`src/sv/rde_pkg.sv`:
```
// Shared types and constants for the signed radix digit emitter.
// Depends on nothing; every other file refers to it by scoped names.
package rde_pkg;

	// Configuration register indexes.
	localparam int CFG_IDX_W = 2;
	localparam logic [CFG_IDX_W-1:0] REG_ALPHA_LOW  = 2'd0;
	localparam logic [CFG_IDX_W-1:0] REG_ALPHA_HIGH = 2'd1;
	localparam logic [CFG_IDX_W-1:0] REG_BASE_LEN   = 2'd2;

	// Field widths.
	localparam int NUM_W   = 32;
	localparam int SYM_W   = 8;
	localparam int BASE_W  = 5;
	localparam int DIGIT_W = 4;

	// Characters that have a fixed meaning.
	localparam logic [SYM_W-1:0] SYM_MINUS = 8'h2D;
	localparam logic [SYM_W-1:0] SYM_PLUS  = 8'h2B;
	localparam logic [SYM_W-1:0] SYM_NUL   = 8'h00;

	// Digit stack: radix 2 on a magnitude of 2^31 gives 32 digits.
	localparam int STACK_DEPTH = 32;
	localparam int STACK_IDX_W = 5;
	localparam int STACK_CNT_W = 6;

	// The divider retires 8 quotient bits per cycle over DIV_STEPS steps.
	localparam int DIV_BITS_PER_STEP = 8;
	localparam int DIV_STEPS         = 4;
	localparam int DIV_CNT_W         = 2;

	// Sequencer states.
	typedef enum logic [2:0] {
		ST_IDLE,
		ST_CHECK,
		ST_DIV,
		ST_SIGN,
		ST_EMIT
	} state_t;

	// Status of the shared divider.
	typedef struct packed {
		logic busy;
		logic done;
	} div_status_t;

endpackage

```
`src/sv/signed_radix_digit_emitter_core.sv`:
```
// The sequencer checks the alphabet, then runs the shared divider once per digit,
// then emits one symbol per cycle when the output is free (plus one for a '-').
// A new number is accepted only in idle, once the last symbol of the previous one
// has been loaded. A bad alphabet returns the check state to idle with no output,
// and an output stall holds the sequencer in the sign or emit state.
// Reset (arst_n low, asynchronous) clears configuration, sequencer and output valid.
module signed_radix_digit_emitter_core #(
	parameter int MAX_SYMBOLS = 16
) (
	input  logic                               clk,
	input  logic                               arst_n,
	// Configuration write channel.
	input  logic                               cfg_valid,
	output logic                               cfg_ready,
	input  logic [rde_pkg::CFG_IDX_W-1:0]      cfg_index,
	input  logic [63:0]                        cfg_data,
	// Input stream.
	input  logic                               s_tvalid,
	output logic                               s_tready,
	input  logic [rde_pkg::NUM_W-1:0]          s_tdata,  // [31:0] number (signed)
	// Output stream.
	output logic                               m_tvalid,
	input  logic                               m_tready,
	output logic [rde_pkg::SYM_W-1:0]          m_tdata,  // [7:0] symbol
	output logic                               m_tlast
);

	localparam int IDX_W = (MAX_SYMBOLS > 1) ? $clog2(MAX_SYMBOLS) : 1;

	rde_pkg::state_t state_q, state_nxt;

	logic [MAX_SYMBOLS-1:0][rde_pkg::SYM_W-1:0] alpha_q;
	logic [rde_pkg::BASE_W-1:0]                 base_len_q;
	logic                                       neg_q;
	logic [rde_pkg::NUM_W-1:0]                  mag_q;
	logic [rde_pkg::DIGIT_W-1:0]                digit_q [rde_pkg::STACK_DEPTH];
	logic [rde_pkg::STACK_CNT_W-1:0]            sp_q;
	logic [rde_pkg::STACK_CNT_W-1:0]            sp_m1;
	logic                                       m_tvalid_q;
	logic [rde_pkg::SYM_W-1:0]                  m_tdata_q;
	logic                                       m_tlast_q;

	logic                          alpha_ok;
	logic                          accept;
	logic                          div_start;
	logic                          push;
	logic                          out_free;
	logic                          load_sign;
	logic                          load_digit;
	logic                          quo_zero;
	logic [rde_pkg::NUM_W-1:0]     div_dividend;
	logic [rde_pkg::NUM_W-1:0]     div_quo;
	logic [rde_pkg::DIGIT_W-1:0]   div_rem;
	rde_pkg::div_status_t          div_st;

	// Configuration registers; the alphabet keeps only the symbols that can be in use.
	assign cfg_ready = 1'b1;

	always_ff @(posedge clk or negedge arst_n) begin
		if (!arst_n) begin
			alpha_q    <= '0;
			base_len_q <= '0;
		end else if (cfg_valid && cfg_ready) begin
			for (int k = 0; k < MAX_SYMBOLS; k++) begin
				if (k < 8 && cfg_index == rde_pkg::REG_ALPHA_LOW)
					alpha_q[k] <= cfg_data[(k % 8) * 8 +: 8];
				if (k >= 8 && cfg_index == rde_pkg::REG_ALPHA_HIGH)
					alpha_q[k] <= cfg_data[(k % 8) * 8 +: 8];
			end
			if (cfg_index == rde_pkg::REG_BASE_LEN)
				base_len_q <= cfg_data[rde_pkg::BASE_W-1:0];
		end
	end

	rde_alpha_chk #(
		.MAX_SYMBOLS(MAX_SYMBOLS)
	) u_chk (
		.alpha      (alpha_q),
		.base_length(base_len_q),
		.ok         (alpha_ok)
	);

	// The divider is fed the magnitude first, then its own quotient.
	assign div_dividend = (state_q == rde_pkg::ST_CHECK) ? mag_q : div_quo;

	rde_div_unit u_div (
		.clk      (clk),
		.arst_n   (arst_n),
		.start    (div_start),
		.dividend (div_dividend),
		.divisor  (base_len_q),
		.quotient (div_quo),
		.remainder(div_rem),
		.status   (div_st)
	);

	assign quo_zero  = (div_quo == '0);
	assign out_free  = !m_tvalid_q || m_tready;
	assign sp_m1     = sp_q - 1'b1;

	// Sequencer next state.
	always_comb begin
		state_nxt = state_q;
		unique case (state_q)
			rde_pkg::ST_IDLE:  if (s_tvalid) state_nxt = rde_pkg::ST_CHECK;
			rde_pkg::ST_CHECK: state_nxt = alpha_ok ? rde_pkg::ST_DIV : rde_pkg::ST_IDLE;
			rde_pkg::ST_DIV: begin
				if (div_st.done && quo_zero)
					state_nxt = neg_q ? rde_pkg::ST_SIGN : rde_pkg::ST_EMIT;
			end
			rde_pkg::ST_SIGN:  if (out_free) state_nxt = rde_pkg::ST_EMIT;
			rde_pkg::ST_EMIT: begin
				if (out_free && sp_q == rde_pkg::STACK_CNT_W'(1))
					state_nxt = rde_pkg::ST_IDLE;
			end
			default:           state_nxt = rde_pkg::ST_IDLE;
		endcase
	end

	// Sequencer outputs.
	always_comb begin
		s_tready   = 1'b0;
		div_start  = 1'b0;
		push       = 1'b0;
		load_sign  = 1'b0;
		load_digit = 1'b0;
		unique case (state_q)
			rde_pkg::ST_IDLE:  s_tready = 1'b1;
			rde_pkg::ST_CHECK: div_start = alpha_ok;
			rde_pkg::ST_DIV: begin
				push      = div_st.done;
				div_start = div_st.done && !quo_zero;
			end
			rde_pkg::ST_SIGN:  load_sign = out_free;
			rde_pkg::ST_EMIT:  load_digit = out_free;
			default: begin
			end
		endcase
	end

	assign accept = s_tvalid && s_tready;

	always_ff @(posedge clk or negedge arst_n) begin
		if (!arst_n)
			state_q <= rde_pkg::ST_IDLE;
		else
			state_q <= state_nxt;
	end

	// Capture sign and magnitude; the negation of the most negative value wraps to 2^31.
	always_ff @(posedge clk) begin
		if (accept) begin
			neg_q <= s_tdata[rde_pkg::NUM_W-1];
			mag_q <= s_tdata[rde_pkg::NUM_W-1] ? (~s_tdata + 1'b1) : s_tdata;
		end
	end

	// Digit stack: remainders pushed least significant first, popped for output.
	always_ff @(posedge clk) begin
		if (push)
			digit_q[sp_q[rde_pkg::STACK_IDX_W-1:0]] <= div_rem;
	end

	always_ff @(posedge clk or negedge arst_n) begin
		if (!arst_n)
			sp_q <= '0;
		else if (state_q == rde_pkg::ST_CHECK)
			sp_q <= '0;
		else if (push)
			sp_q <= sp_q + 1'b1;
		else if (load_digit)
			sp_q <= sp_m1;
	end

	// Output register parts the sequencer from the downstream stall.
	always_ff @(posedge clk or negedge arst_n) begin
		if (!arst_n)
			m_tvalid_q <= 1'b0;
		else if (load_sign || load_digit)
			m_tvalid_q <= 1'b1;
		else if (m_tready)
			m_tvalid_q <= 1'b0;
	end

	// The top of the stack is read here and mapped through the alphabet.
	always_ff @(posedge clk) begin
		if (load_sign) begin
			m_tdata_q <= rde_pkg::SYM_MINUS;
			m_tlast_q <= 1'b0;
		end else if (load_digit) begin
			m_tdata_q <= alpha_q[digit_q[sp_m1[rde_pkg::STACK_IDX_W-1:0]][IDX_W-1:0]];
			m_tlast_q <= (sp_q == rde_pkg::STACK_CNT_W'(1));
		end
	end

	assign m_tvalid = m_tvalid_q;
	assign m_tdata  = m_tdata_q;
	assign m_tlast  = m_tlast_q;

	// The stack is never popped empty.
	a_emit_nonempty: assert property (@(posedge clk) disable iff (!arst_n)
		(state_q == rde_pkg::ST_EMIT) |-> (sp_q != '0))
		else $error("emit state with empty digit stack");

	// A finished division is only seen while the sequencer waits for it.
	a_done_in_div: assert property (@(posedge clk) disable iff (!arst_n)
		div_st.done |-> (state_q == rde_pkg::ST_DIV))
		else $error("divider completion outside division state");

	// A push never runs past the stack.
	a_no_overflow: assert property (@(posedge clk) disable iff (!arst_n)
		push |-> (sp_q < rde_pkg::STACK_CNT_W'(rde_pkg::STACK_DEPTH)))
		else $error("digit stack overflow");

	// The sign is never the final symbol.
	a_sign_not_last: assert property (@(posedge clk) disable iff (!arst_n)
		load_sign |=> (m_tvalid && !m_tlast && m_tdata == rde_pkg::SYM_MINUS))
		else $error("sign symbol flagged as last");

endmodule

```
`src/sv/rde_div_unit.sv`:
```
// Shared iterative divider: 32-bit magnitude by a radix of at most 16.
// Depends on rde_pkg for widths and the status struct.
module rde_div_unit (
	input  logic                          clk,
	input  logic                          arst_n,
	input  logic                          start,
	input  logic [rde_pkg::NUM_W-1:0]     dividend,
	input  logic [rde_pkg::BASE_W-1:0]    divisor,
	output logic [rde_pkg::NUM_W-1:0]     quotient,
	output logic [rde_pkg::DIGIT_W-1:0]   remainder,
	output rde_pkg::div_status_t          status
);

	logic [rde_pkg::NUM_W-1:0]     num_q;
	logic [rde_pkg::DIGIT_W-1:0]   rem_q;
	logic [rde_pkg::DIV_CNT_W-1:0] cnt_q;
	logic                          busy_q;
	logic                          done_q;
	logic [rde_pkg::NUM_W-1:0]     num_nxt;
	logic [rde_pkg::DIGIT_W-1:0]   rem_nxt;

	// Eight restoring steps per cycle; quotient bits shift in at the bottom.
	always_comb begin
		logic [rde_pkg::BASE_W-1:0] t;
		logic                       ge;
		num_nxt = num_q;
		rem_nxt = rem_q;
		for (int k = 0; k < rde_pkg::DIV_BITS_PER_STEP; k++) begin
			t       = {rem_nxt, num_nxt[rde_pkg::NUM_W-1]};
			ge      = (t >= divisor);
			t       = ge ? (t - divisor) : t;
			rem_nxt = t[rde_pkg::DIGIT_W-1:0];
			num_nxt = {num_nxt[rde_pkg::NUM_W-2:0], ge};
		end
	end

	// Step counter and completion flag.
	always_ff @(posedge clk or negedge arst_n) begin
		if (!arst_n) begin
			busy_q <= 1'b0;
			done_q <= 1'b0;
			cnt_q  <= '0;
		end else if (start) begin
			busy_q <= 1'b1;
			done_q <= 1'b0;
			cnt_q  <= '0;
		end else if (busy_q) begin
			cnt_q <= cnt_q + 1'b1;
			if (cnt_q == rde_pkg::DIV_CNT_W'(rde_pkg::DIV_STEPS - 1)) begin
				busy_q <= 1'b0;
				done_q <= 1'b1;
			end
		end else begin
			done_q <= 1'b0;
		end
	end

	// Working operands.
	always_ff @(posedge clk) begin
		if (start) begin
			num_q <= dividend;
			rem_q <= '0;
		end else if (busy_q) begin
			num_q <= num_nxt;
			rem_q <= rem_nxt;
		end
	end

	assign quotient    = num_q;
	assign remainder   = rem_q;
	assign status.busy = busy_q;
	assign status.done = done_q;

endmodule

```
`src/sv/rde_alpha_chk.sv`:
```
// Alphabet validity check over the stored symbols and the radix.
// Depends on rde_pkg for widths and fixed characters.
module rde_alpha_chk #(
	parameter int MAX_SYMBOLS = 16
) (
	input  logic [MAX_SYMBOLS-1:0][rde_pkg::SYM_W-1:0] alpha,
	input  logic [rde_pkg::BASE_W-1:0]                 base_length,
	output logic                                       ok
);

	localparam logic [rde_pkg::BASE_W-1:0] MAX_N = rde_pkg::BASE_W'(MAX_SYMBOLS);

	// Radix 2..MAX_SYMBOLS; symbols in use unique and not NUL/+/-.
	always_comb begin
		ok = (base_length >= rde_pkg::BASE_W'(2)) && (base_length <= MAX_N);
		for (int i = 0; i < MAX_SYMBOLS; i++) begin
			if (rde_pkg::BASE_W'(i) < base_length) begin
				if (alpha[i] == rde_pkg::SYM_NUL || alpha[i] == rde_pkg::SYM_PLUS ||
				    alpha[i] == rde_pkg::SYM_MINUS)
					ok = 1'b0;
				for (int j = i + 1; j < MAX_SYMBOLS; j++) begin
					if (rde_pkg::BASE_W'(j) < base_length && alpha[j] == alpha[i])
						ok = 1'b0;
				end
			end
		end
	end

endmodule
```
`config.mk`:
```
export PLATFORM = sky130hd
export DESIGN_NAME = signed_radix_digit_emitter_core
export DESIGN_NICKNAME = d
export VERILOG_FILES = /design/src/sv/rde_pkg.sv /design/src/sv/signed_radix_digit_emitter_core.sv /design/src/sv/rde_div_unit.sv /design/src/sv/rde_alpha_chk.sv
export SDC_FILE = /design/constraint.sdc
export NUM_CORES = 1
export LEC_CHECK = 0
export CORE_ASPECT_RATIO = 1.2
export CORE_MARGIN = 2
export CORE_UTILIZATION = 40
export CTS_BUF_LIST = sky130_fd_sc_hd__clkbuf_16
export CTS_CLUSTER_SIZE = 16
export DETAILED_ROUTE_END_ITERATION = 16
export DONT_BUFFER_PORTS = 1
export PLACE_DENSITY = 0.66
export SLEW_MARGIN = 5
export SYNTH_ARGS = -nofsm -noshare
export SYNTH_HDL_FRONTEND = slang
export SYNTH_SLANG_ARGS = --single-unit
```
`constraint.sdc`:
```
create_clock -name clk -period 21.4 [get_ports clk]
set_input_delay 1.07 -clock clk [delete_from_list [all_inputs] [get_ports clk]]
set_output_delay 1.07 -clock clk [all_outputs]
set_load 0.01 [all_outputs]
```
; Yosys cells after proc, flatten, opt, wreduce, memory -nomap -nowiden
; Memories as Yosys holds them, arrays and structs flattened.
; Index checks and enable logic that the tools add are counted.
[word_totals]
ff_bits = 225
ramBits = 128
word_cells = 618
n_memories = 1
[classes]
n_addsub = 12
order_cmp = 27
n_eq_ne = 166
mux = 193
n_bitwise = 1
reduce_logical = 188
[memory_table]
columns = name, words, word_bits, read_ports, rd_ports_with_merged_regs, write_ports, line_no
row1 = digit_q, 32, 4, 1, 0, 1, signed_radix_digit_emitter_core.sv:36  ; logic [rde_pkg::DIGIT_W-1:0] digit_q [rde_pkg::STACK_DEPTH];
[op_table]
columns = cell, count
row1 = $eq 8x8->1, 120
row2 = $eq 8x6->1 const B, 32
row3 = $mux 1, 166
row4 = $logic_not 8->1, 16
row5 = $logic_and 1x1->1, 125
row6 = $mux 32, 3
row7 = $ge 5x5->1, 8
row8 = $lt 4x5->1 const A, 8
row9 = $logic_or 1x1->1, 34
row10 = $add 32x1->32 const B, 1
row11 = $bmux 8 s4, 1
row12 = $logic_not 32->1, 1
row13 = $mux 4, 8
row14 = $not 32->32, 1
row15 = $sub 4x4->4, 8
row16 = $mux 31, 1
row17 = $lt 3x5->1 const A, 4
row18 = $mux 6, 3
row19 = $mux 3, 5
row20 = $pmux 3 s5, 1
row21 = $lt 1x5->1 const A, 2
row22 = $lt 2x5->1 const A, 2
row23 = $mux 8, 1
row24 = $ne 2x2->1 const B, 4
row25 = other kinds (23), 32

; Logic depth before layout (Yosys ltp)
; Gate-level depths: netlist of run 1.
[depth]
ltp_word = 158
mapped_depth = 65
mapped_depth_nobuf = 62

; Modules after synthesis
; A second synthesis of run 1 with hierarchy kept.
[unflattened]
hier_cells = 3095
area_unflattened_um2 = 31307.5
[modules_own_cells]
columns = mod, n_inst, cells_per_inst, area_per_inst_um2, seq_area_each_um2
row1 = signed_radix_digit_emitter_core, 1, 1017, 14516.4, 8593.2
row2 = rde_alpha_chk, 1, 1744, 13280.2, 0.0
row3 = rde_div_unit, 1, 334, 3510.9, 1141.1

; Worst setup path after synthesis of run 1
; No wires, ideal clock.
[synth_timing]
kind = reg2reg
start = reg base_len_q[1] (netlist bit)
end = reg u_div.rem_q, in the netlist u_div.remainder[1]
setup_time_ns = 0.086
t_arrival_ns = 11.941
t_required_ns = 21.314
path_slack_ns = 9.374
path_stages_with_launch = 64
path_buffers = 3
synth_period_minus_slack_ns = 12.026
path_cell_list = dfrtp_1 > inv_1 > ha_1 > nor2b_1 > o21ai_0 > nand3b_1 > a21o_1 > a21o_1 > clkbuf_1 > mux2i_1 > ha_1 > nor2b_1 > o21ai_0 > nand3b_1 > a21o_1 > a21o_1 > mux2i_1 > ha_1 > (+28 left out) > mux2i_1 > ha_1 > nor2b_1 > o21ai_0 > a31oi_1 > o21ai_0 > nand2b_1 > clkbuf_1 > o21ai_0 > inv_1 > ha_1 > o21ai_0 > nand2b_1 > a21o_1 > a21o_1 > a21o_1 > mux2_2 > a211oi_1
[synth_via]
elab_chain_len = 155
[synth_lines]
columns = item, line_no
row1 = "start, declared", signed_radix_digit_emitter_core.sv:33  ; logic [rde_pkg::BASE_W-1:0] base_len_q;
row2 = "start signal, assigned", signed_radix_digit_emitter_core.sv:71  ; base_len_q <= cfg_data[rde_pkg::BASE_W-1:0];
row3 = $ge 5x2->1 or $le 5x5->1 (tied branches), rde_alpha_chk.sv:15  ; ok = (base_length >= rde_pkg::BASE_W'(2)) && (base_length <= MAX_N);
row4 = $logic_and 1x1->1, rde_alpha_chk.sv:15
row5 = $mux 1, rde_alpha_chk.sv:18  ; if (alpha[i] == rde_pkg::SYM_NUL || alpha[i] == rde_pkg::SYM_PLUS ||
row6 = $mux 1 (15 in series), rde_alpha_chk.sv:22  ; if (rde_pkg::BASE_W'(j) < base_length && alpha[j] == alpha[i])
row7 = $mux 1, rde_alpha_chk.sv:17  ; if (rde_pkg::BASE_W'(i) < base_length) begin
row8 = $mux 1, rde_alpha_chk.sv:18
row9 = $mux 1 (14 in series), rde_alpha_chk.sv:22
row10 = $mux 1, rde_alpha_chk.sv:17
row11 = (+111 left out), n/a
row12 = $mux 1 (2 in series), rde_alpha_chk.sv:22
row13 = $mux 1, rde_alpha_chk.sv:17
row14 = $mux 1, rde_alpha_chk.sv:18
row15 = $mux 1, rde_alpha_chk.sv:22
row16 = $mux 1, rde_alpha_chk.sv:17
row17 = $mux 1, rde_alpha_chk.sv:18
row18 = $mux 1, rde_alpha_chk.sv:17
row19 = $pmux 1 s2, signed_radix_digit_emitter_core.sv:127  ; unique case (state_q)
row20 = "end signal, assigned", rde_div_unit.sv:65  ; rem_q <= rem_nxt;
row21 = "end, declared", rde_div_unit.sv:15  ; logic [rde_pkg::DIGIT_W-1:0] rem_q;
; Several ways; a longest one is shown, not always the timed one.
; A chain may end at the register's enable or synchronous reset.

; Final worst setup path of run 1
; Ends and elaborated chain as after synthesis.

==> metrics.cfg, run 1 <==
[status]
status = finished clean

[routing]
routed_wl_um = 104400
ant_nets = 0
vias_per_cell = 6.106
drc = 0
firstDrtPassIters = 5
wl_per_cell_um = 27.14
drt_iter0_drc = 2827
vias = 23490

[sta]
drv_slew = 0
hold_viol_final = 0
grt_setup_unrepaired = false
setup-tns-final_ps = 0
min_period_over_period_pct = 62.89
setup_viol = 0
finalCriticalPeriod_ps = 13460
fmax_mhz = 74.30
slew-limit-headroom_pct = 13.07
worst_slew_pin_slew_ps = 1292
fin_worst_skew_ps = 57.31

[synthesis]
ys_seq_area_share_pct = 32.66
synth.area.top_cells = edfxtp_1 19%, xor2_1 19%, dfrtp_1 12%
ys_warn_count = 0
postSynthCellCount = 2954
avgSynthCellArea_um2 = 10.09
syn-num-nets = 3112
synth_seq_cells = 353
synth.cell_area_um2 = 29810
synth_edf_count = 193
yosys.cell_types.count = 67
synthArstFlopShare_pct = 41.64
synth_ff_type = edfxtp_1
synth_top_area_share_pct = 19.44
yosysTopAreaCell = edfxtp_1

[placement]
hpwlAfterDp_um = 66380
numPortBuffers = 0
place.gp.congestion = 1.014

[die]
ios = 115
chipHeight_um = 303.0
initial_core_util_pct = 40.40
coreArea_um2 = 73780
die_x_um = 253.2
dieArea_um2 = 76720
fp-row-count = 109

[hold_path]
hp-class = in2async

[clock_network]
cts_tree = done
hold_buffers = 0
clockBufferDepth = 3
cts_inserted_buffers = 39
cts_root_buf = clkbuf_16
cts_max_level = 2
cts_sinks = 353
cts_resized = 0
clock_latency_ps = 620
path_clk_slew_ps = 60
post-cts-setup-buffer-count = 0

[global_routing]
grt_max_degree = 148
grt.overflow.total = 0
grt_pass1_wl_um = 154100
grt_pass1_vias = 23040
antenna_found_initial = 5
grt_util_all_layers_pct = 27.00

[setup_path]
crit_path_start_kind = flip-flop
crit_slowest_cell = dfrtp_1
path_common_cell = o21ai_0
required_ps = 21890
cpPeakStageDelay_ps = 630
critPathKind = reg2reg
worst_setup_path_end_kind = flip-flop
r2r_setup_slack_ps = 7940
crit_fanout = 14
cp.arrival_ps = 13950

[cells_and_area]
finalNetCount = 2977
fillers = 6968
drive_gt1_share_pct = 15.31
area_growth_pct = 7.161

[flow_run]
cap_violations = 0

==> layer usage <==
layer  track usage, %  share of wire [%]
met5                0              0.062
met4            18.51                8.3
met3            6.915                 11
met2            42.43                 45
met1            32.55                 36
==> worst max-delay path, delay by kind of cell (launching register included) <==
family	cells	cell delay (ps)
AO/OA/AOI/OAI	27	5240
adder cells (fa/ha/maj)	8	2500
buffers and inverters	3	620
flip-flops	1	630
multiplexers	7	2340
AND/OR/NAND/NOR	15	2020
==> synth_stat cells, drive strengths merged (14+ instances only) <==
| cell | n |
|---|---|
| a21o | 16 |
| a21oi | 35 |
| a22oi | 22 |
| buf | 266 |
| clkbuf | 55 |
| dfrtp | 147 |
| edfxtp | 193 |
| ha | 47 |
| inv | 37 |
| mux2 | 183 |
| mux2i | 73 |
| mux4 | 36 |
| nand2 | 61 |
| nand3 | 95 |
| nand4 | 110 |
| nor2 | 72 |
| nor2b | 17 |
| nor3 | 65 |
| nor4 | 166 |
| o21ai | 48 |
| o22ai | 16 |
| o31ai | 14 |
| or3 | 14 |
| or4 | 22 |
| xnor2 | 390 |
| xor2 | 636 |
==> final timing paths <==
path	from	endpoint	cells past startpoint
setup / recovery	base_len_q[1]	u_div.remainder[1]	60
hold / removal	arst_n	alpha_q[30]	0
setup reg to reg	base_len_q[1]	u_div.remainder[1]	60
hold reg to reg	alpha_q[119]	alpha_q[119]	1
max in group asynchronous	arst_n	alpha_q[116]	0
min in group clk	alpha_q[119]	alpha_q[119]	1
==> layout by cell type, fill, tap and decap left out, types with 34 or more instances in the layout <==
master,Yosys,layout
o21ai_0,42,42
mux2_2,183,183
nand2_1,61,61
nor3_1,61,61
mux2i_1,72,72
a21oi_1,35,35
inv_1,37,45
mux4_2,34,34
nor2_1,71,71
edfxtp_1,193,193
xnor2_1,390,390
buf_4,5,145
xor2_1,636,635
dfrtp_1,147,147
ha_1,47,46
nor4_1,165,165
nand3_1,94,94
nand4_1,110,110
clkbuf_16,0,39
==> flip-flops by register name, summed over array words and instances (netlist names) <==
register	flops
alpha_q	128
base_len_q	5
digit_q	128
m_tdata	8
m_tlast	1
m_tvalid	1
mag_q	32
neg_q	1
sp_q	6
state_q	3
u_div.busy_q	1
u_div.cnt_q	2
u_div.done_q	1
u_div.quotient	32
u_div.remainder	4
==> cell type report <==
class | instances | area (um2) | share of cell area, %
inverters | 37 | 138.9 | 0.4348
repair buffers | 145 | 1089 | 3.408
diodes | 1 | 2.502 | 0.007835
multi-input cells | 2243 | 18460 | 57.81
clock inverters | 30 | 286.5 | 0.8971
flip-flops and latches | 353 | 9734 | 30.48
well taps | 999 | 1250 | 3.913
clock buffers | 39 | 975.9 | 3.055
==> per-stage QoR <==
step           cell area (um2)  cells  utilization [%]  hold slack [ps]  worst slack, ps
2_1_floorplan            29810   2954                -            480.5             9374
3_5_place_dp             30680   3777            41.58            494.4             7919
5_1_grt                  31940   3846            43.29            140.9             6374
3_3_place_gp             30680   3777            41.58            487.5             8138
6_report                 31940   3847            43.29            146.8             7941
4_1_cts                  31940   3846            43.29            147.9             7893
==> kinds of logic (layout without fill, tap and decap cells) <==
| family | count (synthesis) | in the layout | share of synthesized area [%] |
|---|---|---|---|
| AOI/OAI and AO/OA | 208 | 208 | 4.576 |
| xor gates and xnor gates | 1026 | 1026 | 30.15 |
| adders and majority gates | 55 | 55 | 2.510 |
| buffers and inverters | 358 | 251 | 5.537 |
| DFF | 353 | 353 | 32.66 |
| muxes | 292 | 292 | 12.15 |
| other | 1 | 2 | 0.01258 |
| and+or+nand+nor | 661 | 661 | 12.40 |
Power of run 1 is left out: the tool's default activity adds up to more than one toggle a clock period on the data nets, which glitch-free logic cannot reach.
==> run 2: changes to the inputs <==
PLACE_DENSITY = 0.68   (was 0.66)
clock period = 11 ns   (was 21.4 ns; I/O delays follow)
==> metrics.cfg, run 2 (synthesis gave the netlist of run 1 again) <==
[routing]
wl_met2_um = 48510  ; +4.2%
wl_per_cell_um = 27.87  ; +2.7%
wl_met3_um = 12480  ; +12%
vias_per_cell = 6.181  ; +1.2%
routed_wl_um = 108300  ; +3.7%
vias = 24010  ; +2.2%
drt_iter0_drc = 3096  ; +9.5%
ant_nets = 0  ; unchanged
drc = 0  ; unchanged
firstDrtPassIters = 6  ; +1
top_layer = met5
drt-met1-wl_um = 39200  ; +3.1%

[sta]
slew-limit-headroom_pct = 8.221  ; -4.9 points
fin_worst_skew_ps = 49.41  ; -7.905 ps
setup_slack_ps = 317.2  ; -7623 ps
setup_viol = 0  ; unchanged
fmax_mhz = 93.61  ; +26%
drv_slew = 0  ; unchanged
worst_slew_pin_slew_ps = 1364  ; +72.09 ps
finalCriticalPeriod_ps = 10680  ; -2777 ps
grt_setup_unrepaired = true
setup-tns-final_ps = 0  ; unchanged
hold_viol_final = 0  ; unchanged
min_period_over_period_pct = 97.12  ; +34 points

[hold_path]
hp-class = in2reg
whs_endpoint = neg_q
min-delay-start = s_tdata[31]
min_delay_path_depth = 0

[placement]
dp.cells = 3788  ; +0.29%
dp_slack_ps = -214.5  ; -8134 ps
place.gp.congestion = 1.021  ; +0.74%
hpwlAfterDp_um = 67530  ; +1.7%
numPortBuffers = 0  ; unchanged

[cells_and_area]
final_util_pct = 44.26  ; +0.97 points
final_cells = 3885  ; +0.99%
drive_gt1_share_pct = 18.15  ; +2.8 points
finalNetCount = 3010  ; +1.1%
final_cell_mix = 635 x xor2_1, 390 x xnor2_1, 193 x edfxtp_1
final_common_cell = xor2_1
area_growth_pct = 9.571

[global_routing]
grt_util_all_layers_pct = 27.74  ; +0.74 points
antenna_found_initial = 7  ; +2
grt_pass1_vias = 23380  ; +1.4%
grt.overflow.total = 0  ; unchanged
grt_max_degree = 148  ; unchanged
grt_pass1_wl_um = 157500  ; +2.2%

[setup_path]
r2r_setup_slack_ps = 320  ; -7620 ps
crit_path_start_kind = flip-flop
cp-startpoint = base_len_q[1]
reg2reg_from = base_len_q[1]
required_ps = 11500  ; -10390 ps
worst_setup_path_end_kind = flip-flop
cp.arrival_ps = 11180  ; -2770 ps
crit_fanout = 8  ; -6
cpPeakStageDelay_ps = 380  ; -250 ps
r2r_end = u_div.remainder[1]
crit_family = compound AO/OA/AOI/OAI gates
worstRegToRegCells = 57  ; -5.0%
critPathKind = reg2reg
crit_slowest_cell = dfrtp_2
critical_path_buf_inv_count = 5  ; +2
path_common_cell = a21o_1

[clock_network]
cts_max_level = 2  ; unchanged
path_clk_slew_ps = 60  ; about the same
cts_sinks = 353  ; unchanged
clock_latency_ps = 620  ; about the same
clockBufferDepth = 3  ; unchanged
cts_tree = done
cts_inserted_buffers = 39  ; unchanged
cts_root_buf = clkbuf_16

[die]
die_x_um = 253.2  ; unchanged
chipHeight_um = 303.0  ; unchanged
ios = 115  ; unchanged
coreArea_um2 = 73780  ; unchanged
fp-row-count = 109  ; unchanged
dieArea_um2 = 76720  ; unchanged
initial_core_util_pct = 40.40  ; unchanged

[status]
status = finished clean

[flow_run]
cap_violations = 0  ; unchanged

run 2: cell count changes in the layout (fill, tap and decap cells not counted), sizes merged:
| cell | change |
|---|---|
| clkinv | +1 |
| inv | -3 |
| dlygate4sd3 | +1 |
| diode | +3 |
| buf | +32 |
| bufinv | +2 |
| clkinvlp | +2 |
run 2: repair_timing:
item,CTS,global route
hold buffers,2,0
buffers inserted,6,15
endpoints found under the setup margin,5,5
pin swaps,3,46
endpoints found under the hold margin,147,0
gates resized for setup,5,50
run 2: worst register-to-register path, delay by kind of cell, from the launching register on:
family	cells	cell delay [ps]
AOI/OAI and AO/OA	24	3920
buffers and inverters	5	620
adders and majority gates	8	2160
and+or+nand+nor	13	1470
muxes	7	2050
DFF	1	380
run 2: metrics by stage:
step | hold WS (ps) | area, um2
final | 53.01 | 32660
after global routing | 39.56 | 32650
after CTS | 34.96 | 32290
after detailed placement | 266.8 | 30840
after global placement | 266.5 | 30840
after floorplan | 254.4 | 29910
run 2: area by class of cell:
class | count | area (um2)
Inverter | 37 | 142.6
Clock buffer | 39 | 975.9
Tap cell | 999 | 1250
Sequential cell | 353 | 9736
Antenna cell | 4 | 10.01
Timing Repair Buffer | 178 | 1366
Multi-Input combinational cell | 2243 | 18810
Fill cell | 6866 | 41120
Clock inverter | 32 | 364.1
run 2: how the worst max path moves through the flow:
| stage | slack (ps) | cells past startpoint | to |
|---|---|---|---|
| 2_1_floorplan | 30 | 63 | u_div.remainder[1] |
| 4_1_cts | 4 | 60 | u_div.remainder[3] |
| 5_1_grt | -180 | 57 | u_div.remainder[1] |
| 6_report | 320 | 57 | u_div.remainder[1] |
| 3_3_place_gp | -7 | 59 | u_div.remainder[3] |
| 3_5_place_dp | -210 | 59 | u_div.remainder[3] |
run 2: per-layer routing:
layer	track usage, %	vias up
li1	-	10150
met1	33.36	11660
met2	43.72	1631
met3	8.348	563
met4	16.96	8
met5	0	-
Power of run 2 is left out for the same reason.
==> run 3: changes to the inputs <==
PLACE_DENSITY = 0.51   (was 0.68)
clock period = 11.8 ns   (was 11 ns; I/O delays follow)
==> metrics.cfg, run 3 (synthesis gave the netlist of run 1 again) <==
[status]
status = complete, but fails checks
violations = hold timing

[clock_network]
cts_root_buf = clkbuf_16
cts_sinks = 353  ; unchanged
clock_latency_ps = 630  ; about the same
cts_inserted_buffers = 40  ; +2.6%
clockBufferDepth = 3  ; unchanged
cts_tree = done
path_clk_slew_ps = 60  ; about the same
cts_max_level = 2  ; unchanged

[routing]
vias = 23670  ; -1.4%
wl_per_cell_um = 29.92  ; +7.4%
firstDrtPassIters = 5  ; -1
routed_wl_um = 116500  ; +7.6%
vias_per_cell = 6.076  ; -1.7%
drc = 0  ; unchanged
drt_iter0_drc = 2084  ; -33%
ant_nets = 0  ; unchanged

[setup_path]
required_ps = 12320  ; +820 ps
critPathKind = reg2reg
crit_path_start_kind = flip-flop
crit_slowest_cell = dfrtp_2
crit_fanout = 8  ; unchanged
cpPeakStageDelay_ps = 380  ; about the same
cp.arrival_ps = 11840  ; +660 ps
worst_setup_path_end_kind = flip-flop

[die]
die_x_um = 253.2  ; unchanged
ios = 115  ; unchanged
fp-row-count = 109  ; unchanged
initial_core_util_pct = 40.40  ; unchanged
coreArea_um2 = 73780  ; unchanged
dieArea_um2 = 76720  ; unchanged
chipHeight_um = 303.0  ; unchanged

[global_routing]
grt_max_degree = 148  ; unchanged
grt_util_all_layers_pct = 30.18  ; +2.4 points
grt.overflow.total = 0  ; unchanged
grt_pass1_vias = 23960  ; +2.5%
antenna_found_initial = 4  ; -3
grt_pass1_wl_um = 169200  ; +7.4%

[hold_path]
hp-class = in2async

[sta]
slew-limit-headroom_pct = 27.63  ; +19 points
worst_slew_pin_slew_ps = 1086  ; -278.5 ps
drv_slew = 0  ; unchanged
fin_worst_skew_ps = 69.36  ; +19.96 ps
finalCriticalPeriod_ps = 11320  ; +638.5 ps
min_period_over_period_pct = 95.94  ; -1.2 points
hold_viol_final = 33  ; +33
holdWs_ps = -34.14  ; -87.15 ps
setup-tns-final_ps = 0  ; unchanged
setup_viol = 0  ; unchanged
setup_slack_ps = 478.6  ; +161.5 ps
fmax_mhz = 88.33  ; -5.6%

[cells_and_area]
finalNetCount = 3022  ; +0.40%
fillers = 7000  ; +2.0%
fin_area_um2 = 32400  ; -0.78%
final_cell_mix = 635 x xor2_1, 390 x xnor2_1, 193 x edfxtp_1
area_growth_pct = 8.719
final_common_cell = xor2_1
drive_gt1_share_pct = 17.37  ; -0.77 points

[placement]
hpwlAfterDp_um = 75850  ; +12%
place.gp.congestion = 0.9997  ; -2.1%
dp_slack_ps = -471.5  ; -257.0 ps
placed_cell_area_um2 = 30870  ; about the same
numPortBuffers = 0  ; unchanged

[flow_run]
cap_violations = 0  ; unchanged

-- run 3: cell count changes in the layout (fill, tap and decap cells not counted), sizes merged --
cell,previous run,this run
bufinv,6,3
diode,4,1
clkbuf,39,40
clkinv,16,15
clkinvlp,2,6
dlygate4sd3,1,0
buf,177,189
inv,45,46
-- run 3: final timing paths --
| path | startpoint | endpoint | slack (ps) | cells past startpoint |
|---|---|---|---|---|
| max reg2reg | base_len_q[1] | u_div.remainder[1] | 480 | 57 |
| max | base_len_q[1] | u_div.remainder[1] | 480 | 57 |
| min in group clk | s_tdata[0] | mag_q[0] | 90 | 0 |
| min reg2reg | alpha_q[117] | alpha_q[117] | 500 | 1 |
| max in group asynchronous | arst_n | alpha_q[52] | 11150 | 1 |
| min | arst_n | alpha_q[21] | -30 | 1 |
-- run 3: critical path: cells and delay by family (launching register included) --
family	cells	cell delay (ps)
DFF	1	380
adders and majority gates	8	2370
muxes	8	2180
and+or+nand+nor	12	1610
buffers and inverters	5	620
AOI/OAI and AO/OA	24	4100
-- run 3: layer usage --
| metal | routed length, um | vias up | part of all wire, % | track usage, % |
|---|---|---|---|---|
| met5 | 42 | - | 0.036 | 0 |
| met4 | 8389 | 6 | 7.2 | 19.32 |
| met3 | 9359 | 442 | 8.0 | 6.289 |
| met2 | 54300 | 1257 | 47 | 49.20 |
| met1 | 44440 | 11810 | 38 | 36.36 |
| li1 | - | 10150 | - | - |
-- run 3: area by class of cell --
cell class	instances	area [um2]	share of cell area, %
antenna	1	2.502	0.007722
sequential	353	9736	30.04
tap	999	1250	3.857
clock inverter	33	295.3	0.9112
multi-input combinational	2243	18540	57.21
timing repair buffer	189	1439	4.440
clock buffer	40	1001	3.089
inverter	37	142.6	0.4402
-- run 3: per-stage QoR --
step / util, % / cells / hold slack [ps]
4_1_cts: 43.71 / 3882 / 0.6922
3_3_place_gp: 41.83 / 3801 / 303.1
6_report: 43.92 / 3895 / -34.14
2_1_floorplan: - / 2954 / 294.4
3_5_place_dp: 41.83 / 3801 / 303.8
5_1_grt: 43.92 / 3894 / 34.29
-- run 3: repair_timing --
action / 4_1_cts / 5_1_grt
endpoints found under the setup margin: 5 / 5
gates resized for setup: 3 / 20
endpoints found under the hold margin: 147 / 0
setup buffers: 7 / 12
hold buffers: 1 / 0
pin swaps: 0 / 12
Power of run 3 is left out for the same reason.
